**src/rtl/core/battery_health_estimator_assert.svh**
```systemverilog
// ----------------------------------------------------------------------------
// Battery health estimator assertion macros
// Shared property forms for the checks at the end of the top level.
// ----------------------------------------------------------------------------
`ifndef BATTERY_HEALTH_ESTIMATOR_ASSERT_SVH
`define BATTERY_HEALTH_ESTIMATOR_ASSERT_SVH

// The consequent holds in the same cycle as the antecedent.
`define BHE_ASSERT_SAME(lbl, ante, cons, msg) \
  lbl: assert property (@(posedge clk) disable iff (rst) (ante) |-> (cons)) else $error(msg);

// The consequent holds in the cycle after the antecedent.
`define BHE_ASSERT_NEXT(lbl, ante, cons, msg) \
  lbl: assert property (@(posedge clk) disable iff (rst) (ante) |=> (cons)) else $error(msg);

// The consequent holds in the cycle after reset is applied.
`define BHE_ASSERT_RESET(lbl, cons, msg) \
  lbl: assert property (@(posedge clk) rst |=> (cons)) else $error(msg);

`endif

```
**src/rtl/core/bhe_pkg.sv**
```systemverilog
// ----------------------------------------------------------------------------
// Battery health estimator package
// Widths, curve and level tables, and the types shared by the core modules.
// ----------------------------------------------------------------------------
package bhe_pkg;

  localparam int CUR_WIDTH       = 16;
  localparam int MAG_WIDTH       = 16;
  localparam int ACC_WIDTH       = 41;
  localparam int CAP_WIDTH       = 40;
  localparam int SHOWN_WIDTH     = 16;
  localparam int SOH_WIDTH       = 14;
  localparam int LEVEL_WIDTH     = 3;
  localparam int CYCLE_WIDTH_DEF = 16;
  localparam int QUEUE_DEPTH     = 4;
  localparam int APB_ADDR_WIDTH  = 4;
  localparam int APB_DATA_WIDTH  = 64;

  localparam logic [CAP_WIDTH-1:0] CAP_RESET = 40'd10800000;
  localparam logic [0:0] REG_CAPACITY = 1'b0;

  localparam logic [SOH_WIDTH-1:0] SOH_FULL = 14'd10000;
  localparam logic [11:0] CURVE_END = 12'd3000;
  localparam logic [7:0]  CURVE_STEP = 8'd200;
  localparam logic [7:0]  CURVE_ROUND = 8'd199;
  localparam logic [5:0]  SEG_RECIP = 6'd41;
  localparam logic [12:0] DEC_RECIP = 13'd5243;

  localparam logic [SOH_WIDTH-1:0] CURVE_PTS [16] = '{
    14'd10000, 14'd9330, 14'd8670, 14'd8000, 14'd7340, 14'd6670, 14'd6000, 14'd5330,
    14'd4760,  14'd4000, 14'd3330, 14'd2670, 14'd2000, 14'd1330, 14'd670,  14'd0
  };

  localparam logic [SOH_WIDTH-1:0] LEVEL_THR [8] = '{
    14'd8580, 14'd7140, 14'd5710, 14'd4290, 14'd2860, 14'd1430, 14'd500, 14'd0
  };

  typedef enum logic {
    ACC_IDLE,
    ACC_DIV
  } acc_state_t;

  typedef struct packed {
    logic                 valid;
    logic [MAG_WIDTH-1:0] mag;
  } qitem_t;

  typedef struct packed {
    logic valid;
    logic save;
  } commit_t;

  function automatic logic [SOH_WIDTH-1:0] curve_point(input logic [3:0] idx);
    return CURVE_PTS[idx];
  endfunction

  function automatic logic [LEVEL_WIDTH-1:0] level_of(input logic [SOH_WIDTH-1:0] soh);
    logic [LEVEL_WIDTH-1:0] lvl;
    lvl = '0;
    for (int i = 7; i >= 0; i--) begin
      if (soh >= LEVEL_THR[i]) begin
        lvl = LEVEL_WIDTH'(7 - i);
      end
    end
    return lvl;
  endfunction

endpackage

```
**src/rtl/core/bhe_front.sv**
```systemverilog
// ----------------------------------------------------------------------------
// Battery health estimator front end
// Takes current samples, keeps only the discharge magnitude, and queues it.
// ----------------------------------------------------------------------------
module bhe_front import bhe_pkg::*; (
  input  logic                        clk,
  input  logic                        rst,
  input  logic                        sample_valid,
  output logic                        sample_stall,
  input  logic signed [CUR_WIDTH-1:0] current_ma,
  input  logic                        pop,
  output qitem_t                      head
);

  localparam int PtrW = $clog2(QUEUE_DEPTH);
  localparam int CntW = $clog2(QUEUE_DEPTH + 1);

  logic [MAG_WIDTH-1:0] mem [QUEUE_DEPTH];
  logic [PtrW-1:0]      wr_ptr;
  logic [PtrW-1:0]      rd_ptr;
  logic [CntW-1:0]      count;
  logic [MAG_WIDTH-1:0] mag;
  logic                 push;
  logic                 do_pop;

  assign sample_stall = (count == CntW'(QUEUE_DEPTH));
  assign push         = sample_valid && !sample_stall;
  assign do_pop       = pop && (count != '0);
  assign head.valid   = (count != '0);
  assign head.mag     = mem[rd_ptr];

  always_comb begin
    if (current_ma[CUR_WIDTH-1]) begin
      mag = MAG_WIDTH'(~current_ma + 1'b1);
    end else begin
      mag = '0;
    end
  end

  always_ff @(posedge clk) begin
    if (push) begin
      mem[wr_ptr] <= mag;
    end
  end

  always_ff @(posedge clk) begin
    if (rst) begin
      wr_ptr <= '0;
      rd_ptr <= '0;
      count  <= '0;
    end else begin
      if (push) begin
        wr_ptr <= PtrW'(wr_ptr + 1'b1);
      end
      if (do_pop) begin
        rd_ptr <= PtrW'(rd_ptr + 1'b1);
      end
      case ({push, do_pop})
        2'b10:   count <= CntW'(count + 1'b1);
        2'b01:   count <= CntW'(count - 1'b1);
        default: count <= count;
      endcase
    end
  end

endmodule

```
**src/rtl/core/bhe_accum.sv**
```systemverilog
// ----------------------------------------------------------------------------
// Battery health estimator charge accumulator
// Adds discharge to the remainder, removes whole capacities, counts cycles.
// ----------------------------------------------------------------------------
module bhe_accum import bhe_pkg::*; #(
  parameter int CYCLE_WIDTH = CYCLE_WIDTH_DEF
) (
  input  logic                   clk,
  input  logic                   rst,
  input  logic [CAP_WIDTH-1:0]   capacity,
  input  qitem_t                 head,
  output logic                   pop,
  input  logic                   adv,
  output commit_t                commit,
  output logic [CYCLE_WIDTH-1:0] counter_next
);

  localparam logic [ACC_WIDTH-1:0]   AccMax   = {ACC_WIDTH{1'b1}};
  localparam logic [CYCLE_WIDTH-1:0] CycMax   = {CYCLE_WIDTH{1'b1}};
  localparam int                     CntW     = $clog2(ACC_WIDTH + 1);
  localparam logic [CntW-1:0]        DivSteps = CntW'(ACC_WIDTH);

  acc_state_t             state;
  acc_state_t             state_next;
  logic [ACC_WIDTH-1:0]   remainder;
  logic [ACC_WIDTH-1:0]   remainder_next;
  logic [CYCLE_WIDTH-1:0] counter;
  logic [ACC_WIDTH-1:0]   div_q;
  logic [ACC_WIDTH-1:0]   div_q_next;
  logic [ACC_WIDTH-1:0]   div_r;
  logic [ACC_WIDTH-1:0]   div_r_next;
  logic [CntW-1:0]        div_cnt;
  logic [CntW-1:0]        div_cnt_next;

  logic [ACC_WIDTH:0]     sum_wide;
  logic [ACC_WIDTH-1:0]   sum;
  logic [ACC_WIDTH-1:0]   cap_ext;
  logic [ACC_WIDTH-1:0]   cap_twice;
  logic                   cap_zero;
  logic                   need_div;
  logic [ACC_WIDTH-1:0]   fast_n;
  logic [ACC_WIDTH-1:0]   fast_rem;
  logic [ACC_WIDTH-1:0]   shifted;
  logic [ACC_WIDTH-1:0]   commit_n;
  logic [ACC_WIDTH:0]     ctr_sum;

  always_comb begin
    sum_wide  = {1'b0, remainder} + (ACC_WIDTH + 1)'(head.mag);
    sum       = sum_wide[ACC_WIDTH] ? AccMax : sum_wide[ACC_WIDTH-1:0];
    cap_ext   = {1'b0, capacity};
    cap_twice = {capacity, 1'b0};
    cap_zero  = (capacity == '0);
    need_div  = !cap_zero && (sum >= cap_twice);
    if (cap_zero || (sum < cap_ext)) begin
      fast_n   = '0;
      fast_rem = sum;
    end else begin
      fast_n   = ACC_WIDTH'(1);
      fast_rem = sum - cap_ext;
    end
    shifted = {div_r[ACC_WIDTH-2:0], div_q[ACC_WIDTH-1]};
  end

  always_comb begin
    state_next     = state;
    remainder_next = remainder;
    div_q_next     = div_q;
    div_r_next     = div_r;
    div_cnt_next   = div_cnt;
    pop            = 1'b0;
    commit.valid   = 1'b0;
    commit_n       = '0;
    case (state)
      ACC_IDLE: begin
        if (head.valid && need_div) begin
          pop          = 1'b1;
          div_q_next   = sum;
          div_r_next   = '0;
          div_cnt_next = DivSteps;
          state_next   = ACC_DIV;
        end else if (head.valid && adv) begin
          pop            = 1'b1;
          commit.valid   = 1'b1;
          commit_n       = fast_n;
          remainder_next = fast_rem;
        end
      end
      ACC_DIV: begin
        if (div_cnt != '0) begin
          div_cnt_next = CntW'(div_cnt - 1'b1);
          if (shifted >= cap_ext) begin
            div_r_next = shifted - cap_ext;
            div_q_next = {div_q[ACC_WIDTH-2:0], 1'b1};
          end else begin
            div_r_next = shifted;
            div_q_next = {div_q[ACC_WIDTH-2:0], 1'b0};
          end
        end else if (adv) begin
          commit.valid   = 1'b1;
          commit_n       = div_q;
          remainder_next = div_r;
          state_next     = ACC_IDLE;
        end
      end
      default: begin
        state_next = ACC_IDLE;
      end
    endcase
    ctr_sum = (ACC_WIDTH + 1)'(counter) + (ACC_WIDTH + 1)'(commit_n);
    if (!commit.valid) begin
      counter_next = counter;
    end else if (ctr_sum > (ACC_WIDTH + 1)'(CycMax)) begin
      counter_next = CycMax;
    end else begin
      counter_next = CYCLE_WIDTH'(ctr_sum);
    end
    commit.save = (counter_next != counter);
  end

  always_ff @(posedge clk) begin
    div_q   <= div_q_next;
    div_r   <= div_r_next;
  end

  always_ff @(posedge clk) begin
    if (rst) begin
      state     <= ACC_IDLE;
      remainder <= '0;
      counter   <= '0;
      div_cnt   <= '0;
    end else begin
      state     <= state_next;
      remainder <= remainder_next;
      counter   <= counter_next;
      div_cnt   <= div_cnt_next;
    end
  end

endmodule

```
**src/rtl/core/bhe_soh.sv**
```systemverilog
// ----------------------------------------------------------------------------
// Battery health estimator health curve
// Maps the cycle count through the health curve and level table to a result.
// ----------------------------------------------------------------------------
module bhe_soh import bhe_pkg::*; #(
  parameter int CYCLE_WIDTH = CYCLE_WIDTH_DEF
) (
  input  logic                   clk,
  input  logic                   rst,
  input  commit_t                commit,
  input  logic [CYCLE_WIDTH-1:0] counter,
  output logic                   adv,
  output logic                   result_valid,
  input  logic                   result_stall,
  output logic [SHOWN_WIDTH-1:0] cycle_count,
  output logic [SOH_WIDTH-1:0]   soh_hundredths,
  output logic [LEVEL_WIDTH-1:0] health_level,
  output logic                   save_request
);

  logic [32:0]            ctr_wide;
  logic [SHOWN_WIDTH-1:0] shown_in;
  logic [8:0]             c_div8;
  logic [14:0]            seg_prod;

  logic                   v1;
  logic                   v2;
  logic                   v3;
  logic [SHOWN_WIDTH-1:0] shown1;
  logic [SHOWN_WIDTH-1:0] shown2;
  logic [SHOWN_WIDTH-1:0] shown3;
  logic                   save1;
  logic                   save2;
  logic                   save3;
  logic                   end1;
  logic                   end2;
  logic [11:0]            c1;
  logic [3:0]             seg1;

  logic [11:0]            seg_base;
  logic [7:0]             frac;
  logic [SOH_WIDTH-1:0]   pt_hi;
  logic [SOH_WIDTH-1:0]   pt_lo;
  logic [9:0]             drop;
  logic [17:0]            scaled;
  logic [SOH_WIDTH-1:0]   hi2;
  logic [17:0]            scaled2;

  logic [27:0]            dec_prod;
  logic [9:0]             dec;
  logic [SOH_WIDTH-1:0]   soh3;
  logic [SOH_WIDTH-1:0]   soh_hold;

  assign adv = !result_valid || !result_stall;

  always_comb begin
    ctr_wide = 33'(counter);
    shown_in = (ctr_wide > 33'h0FFFF) ? {SHOWN_WIDTH{1'b1}} : ctr_wide[SHOWN_WIDTH-1:0];
    c_div8   = ctr_wide[11:3];
    seg_prod = 15'(c_div8 * SEG_RECIP);
  end

  always_comb begin
    seg_base = 12'(seg1 * CURVE_STEP);
    frac     = 8'(c1 - seg_base);
    pt_hi    = curve_point(seg1);
    pt_lo    = curve_point(4'(seg1 + 1'b1));
    drop     = 10'(pt_hi - pt_lo);
    scaled   = 18'(drop * frac) + 18'(CURVE_ROUND);
  end

  always_comb begin
    dec_prod = 28'(scaled2[17:3] * DEC_RECIP);
    dec      = dec_prod[26:17];
    soh3     = end2 ? '0 : SOH_WIDTH'(hi2 - SOH_WIDTH'(dec));
  end

  always_ff @(posedge clk) begin
    if (adv) begin
      shown1         <= shown_in;
      save1          <= commit.save;
      end1           <= (ctr_wide >= 33'(CURVE_END));
      c1             <= ctr_wide[11:0];
      seg1           <= seg_prod[13:10];
      shown2         <= shown1;
      save2          <= save1;
      end2           <= end1;
      hi2            <= pt_hi;
      scaled2        <= scaled;
      shown3         <= shown2;
      save3          <= save2;
      soh_hold       <= soh3;
      cycle_count    <= shown3;
      soh_hundredths <= soh_hold;
      health_level   <= level_of(soh_hold);
      save_request   <= save3;
    end
  end

  always_ff @(posedge clk) begin
    if (rst) begin
      v1           <= 1'b0;
      v2           <= 1'b0;
      v3           <= 1'b0;
      result_valid <= 1'b0;
    end else if (adv) begin
      v1           <= commit.valid;
      v2           <= v1;
      v3           <= v2;
      result_valid <= v3;
    end
  end

endmodule

```
**src/rtl/core/battery_health_estimator.sv**
```systemverilog
// ----------------------------------------------------------------------------
// Battery health estimator
// Counts equivalent full discharge cycles and reports state of health.
//
//   Channel   Handshake                    Payload
//   sample    sample_valid / sample_stall  current_ma
//   result    result_valid / result_stall  cycle_count, soh_hundredths,
//                                          health_level, save_request
//   config    psel/penable/pwrite/pready   paddr, pwdata, prdata
//
// One sample is taken per cycle while the queue has room, and one result leaves per
// cycle while result_stall is low. A sample's result passes from the queue through
// the curve pipeline to the result registers. When the held charge reaches twice the
// capacity, a 41-step restoring divider holds that sample while the sample queue fills.
// Reset is synchronous; the capacity returns to 10800000 mA*s and all counts
// clear. A stalled result freezes the curve pipeline and then the queue.
// ----------------------------------------------------------------------------
module battery_health_estimator import bhe_pkg::*; #(
  parameter int CYCLE_WIDTH = CYCLE_WIDTH_DEF
) (
  input  logic                        clk,
  input  logic                        rst,
  input  logic                        sample_valid,
  output logic                        sample_stall,
  input  logic signed [CUR_WIDTH-1:0] current_ma,
  output logic                        result_valid,
  input  logic                        result_stall,
  output logic [SHOWN_WIDTH-1:0]      cycle_count,
  output logic [SOH_WIDTH-1:0]        soh_hundredths,
  output logic [LEVEL_WIDTH-1:0]      health_level,
  output logic                        save_request,
  input  logic                        psel,
  input  logic                        penable,
  input  logic                        pwrite,
  input  logic [APB_ADDR_WIDTH-1:0]   paddr,
  input  logic [APB_DATA_WIDTH-1:0]   pwdata,
  output logic [APB_DATA_WIDTH-1:0]   prdata,
  output logic                        pready
);

  `include "battery_health_estimator_assert.svh"

  logic [CAP_WIDTH-1:0]   capacity;
  logic                   cfg_write;
  qitem_t                 head;
  logic                   pop;
  logic                   adv;
  commit_t                commit;
  logic [CYCLE_WIDTH-1:0] counter_next;

  assign pready    = 1'b1;
  assign cfg_write = psel && penable && pwrite && pready;
  assign prdata    = (paddr[3] == REG_CAPACITY) ? APB_DATA_WIDTH'(capacity) : '0;

  always_ff @(posedge clk) begin
    if (rst) begin
      capacity <= CAP_RESET;
    end else if (cfg_write && (paddr[3] == REG_CAPACITY)) begin
      capacity <= pwdata[CAP_WIDTH-1:0];
    end
  end

  bhe_front u_front (
    .clk          (clk),
    .rst          (rst),
    .sample_valid (sample_valid),
    .sample_stall (sample_stall),
    .current_ma   (current_ma),
    .pop          (pop),
    .head         (head)
  );

  bhe_accum #(
    .CYCLE_WIDTH (CYCLE_WIDTH)
  ) u_accum (
    .clk          (clk),
    .rst          (rst),
    .capacity     (capacity),
    .head         (head),
    .pop          (pop),
    .adv          (adv),
    .commit       (commit),
    .counter_next (counter_next)
  );

  bhe_soh #(
    .CYCLE_WIDTH (CYCLE_WIDTH)
  ) u_soh (
    .clk            (clk),
    .rst            (rst),
    .commit         (commit),
    .counter        (counter_next),
    .adv            (adv),
    .result_valid   (result_valid),
    .result_stall   (result_stall),
    .cycle_count    (cycle_count),
    .soh_hundredths (soh_hundredths),
    .health_level   (health_level),
    .save_request   (save_request)
  );

  `BHE_ASSERT_SAME(a_fresh_full, result_valid && (cycle_count == '0), (soh_hundredths == SOH_FULL) && (health_level == 3'd7), "A fresh battery must report full health.")
  `BHE_ASSERT_SAME(a_save_nonzero, result_valid && save_request, cycle_count != '0, "A save request came with a zero cycle count.")
  `BHE_ASSERT_SAME(a_soh_range, result_valid, soh_hundredths <= SOH_FULL, "Health exceeds one hundred percent.")
  `BHE_ASSERT_RESET(a_cap_reset, capacity == CAP_RESET, "Capacity did not return to its reset value.")

endmodule

```
**config.mk**
```make
export PLATFORM = sky130hd
export DESIGN_NAME = battery_health_estimator
export DESIGN_NICKNAME = d
export VERILOG_FILES = /design/src/rtl/core/bhe_pkg.sv /design/src/rtl/core/bhe_front.sv /design/src/rtl/core/bhe_accum.sv /design/src/rtl/core/bhe_soh.sv /design/src/rtl/core/battery_health_estimator.sv
export VERILOG_INCLUDE_DIRS = /design/src /design/src/rtl/core
export SDC_FILE = /design/constraint.sdc
export NUM_CORES = 2
export LEC_CHECK = 0
export BUFFER_PORTS_ARGS = -buffer_cell sky130_fd_sc_hd__buf_2
export CAP_MARGIN = 20
export CORE_UTILIZATION = 65
export DETAILED_ROUTE_END_ITERATION = 12
export PLACE_DENSITY_LB_ADDON = 0.3
export SETUP_SLACK_MARGIN = 0.5
export SYNTH_ARGS = -nofsm -noshare
export SYNTH_HDL_FRONTEND = slang
export SYNTH_HIERARCHICAL = 1
export SYNTH_SLANG_ARGS = --single-unit
```
**constraint.sdc**
```tcl
create_clock -name clk -period 30.9 [get_ports clk]
set_input_delay 4.635 -clock clk [delete_from_list [all_inputs] [get_ports clk]]
set_output_delay 4.635 -clock clk [all_outputs]
set_load 0.02 [all_outputs]
```
==> reports/results.tsv <==
stage	metric	value	unit
status	outcome	finished, final reports clean	
sta	RSZ-0062 raised after global routing	no	
route	met3 WL	5399	µm
synth	Syn Area/Cell	9.607	µm²
route	DRT iter0 DRCs	1999	
placed_design	Cell Count Post-Placement	4188	
setup_path	reg2reg end	u_soh/seg1[3]	
sta	maximum clock rate	0.06547	GHz
final_layout	fillers	3700	
cts	H-tree depth	2	
final_layout	post-route insts no fill	4271	
cts	worst skew pair latency	600	ps
route	drt total wl	83520	µm
sta	Final setup viols	0	
route	Via density	6.323	
synth	Post-synth ARST share	0	%
hold_path	critical hold path startpoint	u_soh/shown3[9]	
route	ANT nets after route	0	
placed_design	Final Wtd Congestion	0.9798	
synth	Ys Warns	6	
cts	CTS tree	yes	
cts	CTS Buffer Depth	3	
route	Wirelength per Cell	19.56	µm
cts	clock net sink count	396	
final_layout	register area	0.01072	mm²
floorplanning	Cell Rows	82	
sta	Hold Vio Cnt, Final	0	
run	max-cap violations	0	
route	highest routed layer	met4	
global_routing	total grt overflow	0	
sta	Worst Tran Pin Value	1136	ps
route	M1 WL	32730	µm
floorplanning	Die Span Y	228.6	µm
hold_path	hold path endpoint	u_soh/cycle_count[9]	
setup_path	CP max stage delay	880	ps
cts	Reg clk slew, reported paths	60	ps
final_layout	Syn-to-layout area delta	7.768	%
sta	skew final	37.11	ps
hold_path	hold depth	0	
setup_path	critical path fanouts, max	59	
cts	Post-CTS Setup Bufs	0	
setup_path	Critical Path RT	31220	ps
hold_path	Hold Crit Class	register to register	
route	metal2 WL	41100	µm
cts	Resized cells post-CTS	0	
synth	Post-synth EDFFs	279	
global_routing	initial antenna violation count	0	
cts	Clock Tree Root	clkbuf_16	
floorplanning	IO Pins	192	
setup_path	R2R depth	49	
global_routing	vias in the first global route	26980	
global_routing	first-pass GRT wire length	135100	µm
route	via count	27000	
cts	Post-CTS Hold Buffers	0	
final_layout	ant diodes	0	
global_routing	pin count of the biggest net entering global routing	113	
cts	number of CTS-inserted buffers	44	
setup_path	slowest CP cell	dfxtp_1	
setup_path	Critical Path Source Type	register	
synth	Post-Syn Instances	3474	
sta	Rel. slew slack	24.20	%
sta	Tcrit/Tclk final	49.43	%
placed_design	PortBufs	139	
synth	sequential-to-total area share from yosys stat	32.12	%
setup_path	Top cell by count, worst path	ha_1	
synth	number of synthesized register bits	396	
setup_path	CP Capture Type	register	
final_layout	share of cells above drive strength 1	9.642	%
sta	Final Max Tran Viols	0	
sta	min Tclk post-route	15270	ps
global_routing	gr usage total	31.70	%
setup_path	Setup Crit Path Kind	register to register	
final_layout	area of the multi-input gates	0.02082	mm²
final_layout	Layout Nets	4135	
placed_design	DP HPWL	63740	µm
synth	Mapped Area	0.03337	mm²
synth	most common flop cell mapped by yosys	edfxtp_1	
floorplanning	die area	0.05226	mm²
setup_path	Worst R2R Setup Slack	15630	ps
route	Initial DRT Pass Iterations	6	
floorplanning	core area	0.05038	mm²
setup_path	CP Data Arrival Time	15590	ps
floorplanning	die width	228.6	µm
route	DRC violations left	0	
synth	post-synth cell types	98	
sta	setup TNS	0	ps
floorplanning	Starting Density	66.25	%
cells in the mapped netlist (41+ instances only):
master,instances,area share [%]
dfxtp_1,117,7.0
nand2_1,204,2.3
a31oi_1,49,0.92
edfxtp_1,279,25
xor2_1,71,1.9
mux2_2,41,1.4
a21o_1,106,2.4
nand3_1,76,1.1
fa_1,124,7.4
a21oi_1,187,2.8
nor2b_1,89,1.7
o21ai_0,119,1.8
inv_1,333,3.7
xnor2_1,98,2.6
and2_1,55,1.0
clkbuf_1,88,0.99
nand2b_1,95,1.8
nor3_1,47,0.70
ha_1,356,13
nor2_1,271,3.0
mux2i_1,98,2.9
layer usage:
metal	GRT usage [%]	vias up
met5	0	-
met4	16.21	0
met3	4.017	303
met2	55.78	1172
met1	38.00	12910
li1	-	12620
state kept, by name, summed over array words and instances, names as in the netlist, 6 cells and up, named ones only:
signal                count
u_soh/hi2                13
u_accum/div_cnt           6
capacity                 40
u_accum/div_r            41
u_soh/cycle_count        16
u_front/mem              64
u_soh/soh_hundredths     14
u_soh/shown1             16
u_accum/div_q            41
u_accum/remainder        41
u_soh/scaled2            15
u_soh/shown3             16
u_soh/soh_hold           14
u_soh/shown2             16
u_accum/counter          16
cells in the final DEF, fill, tap and decap left out, types with 46 or more instances in the layout:
cell	instances
a31oi_1	48
nor2_1	270
xor2_1	71
buf_2	138
o21ai_0	119
nand2_1	203
nor3_1	46
ha_1	356
edfxtp_1	279
nand2b_1	95
a21o_1	105
xnor2_1	98
nor2b_1	89
a21oi_1	187
dfxtp_1	116
inv_1	332
nand3_1	76
and2_1	55
mux2i_1	98
fa_1	124
worst max-delay path by stage:
stage	start	end	slack, ps	depth (start not counted)
finish	register	u_soh/seg1[3]	15630	49
global route	register	u_soh/seg1[3]	14870	49
CTS	register	u_soh/seg1[3]	15270	49
detailed placement	register	u_soh/seg1[3]	15380	49
global placement	register	u_soh/seg1[3]	15660	49
floorplan	result_stall	u_soh/seg1[3]	16140	31
cell type report:
class,count,area share (%)
Tap cell,672,2.338
Clock inverter,28,0.5670
Inverter,334,3.489
Clock buffer,53,3.354
Multi-Input combinational cell,2626,57.90
Sequential cell,396,29.81
Timing Repair Buffer,162,2.546
stage by stage:
stage          cell area, µm²  hold WS (ps)  utilization [%]  setup WS (ps)
6_report                35970         415.7            71.40          15630
5_1_grt                 35970         422.6            71.40          14870
4_1_cts                 35920         418.3            71.30          15270
3_5_place_dp            34510         404.5            68.50          15380
3_3_place_gp            34490         401.1            68.46          15660
2_1_floorplan           33460         400.3                -          16140
cell families after synthesis:
logic type | count (synthesis) | share of synthesized area [%]
multiplexers | 159 | 5.571
AO/OA/AOI/OAI | 742 | 14.89
AND/OR/NAND/NOR | 1049 | 16.17
XOR/XNOR | 171 | 4.533
adder cells (fa/ha/maj) | 480 | 20.78
flip-flops | 396 | 32.12
other | 2 | 0.02250
buffers and inverters | 475 | 5.916
critical path: cells and delay by family, from the launching register on:
family | cells | cell delay (ps)
AO/OA/AOI/OAI | 27 | 6990
AND/OR/NAND/NOR | 9 | 3060
adder cells (fa/ha/maj) | 8 | 2730
flip-flops | 1 | 880
buffers and inverters | 3 | 720
multiplexers | 1 | 470
XOR/XNOR | 1 | 90
Power is left out: the tool's default activity adds up to more than one toggle a clock period on the data nets, which glitch-free logic cannot reach.
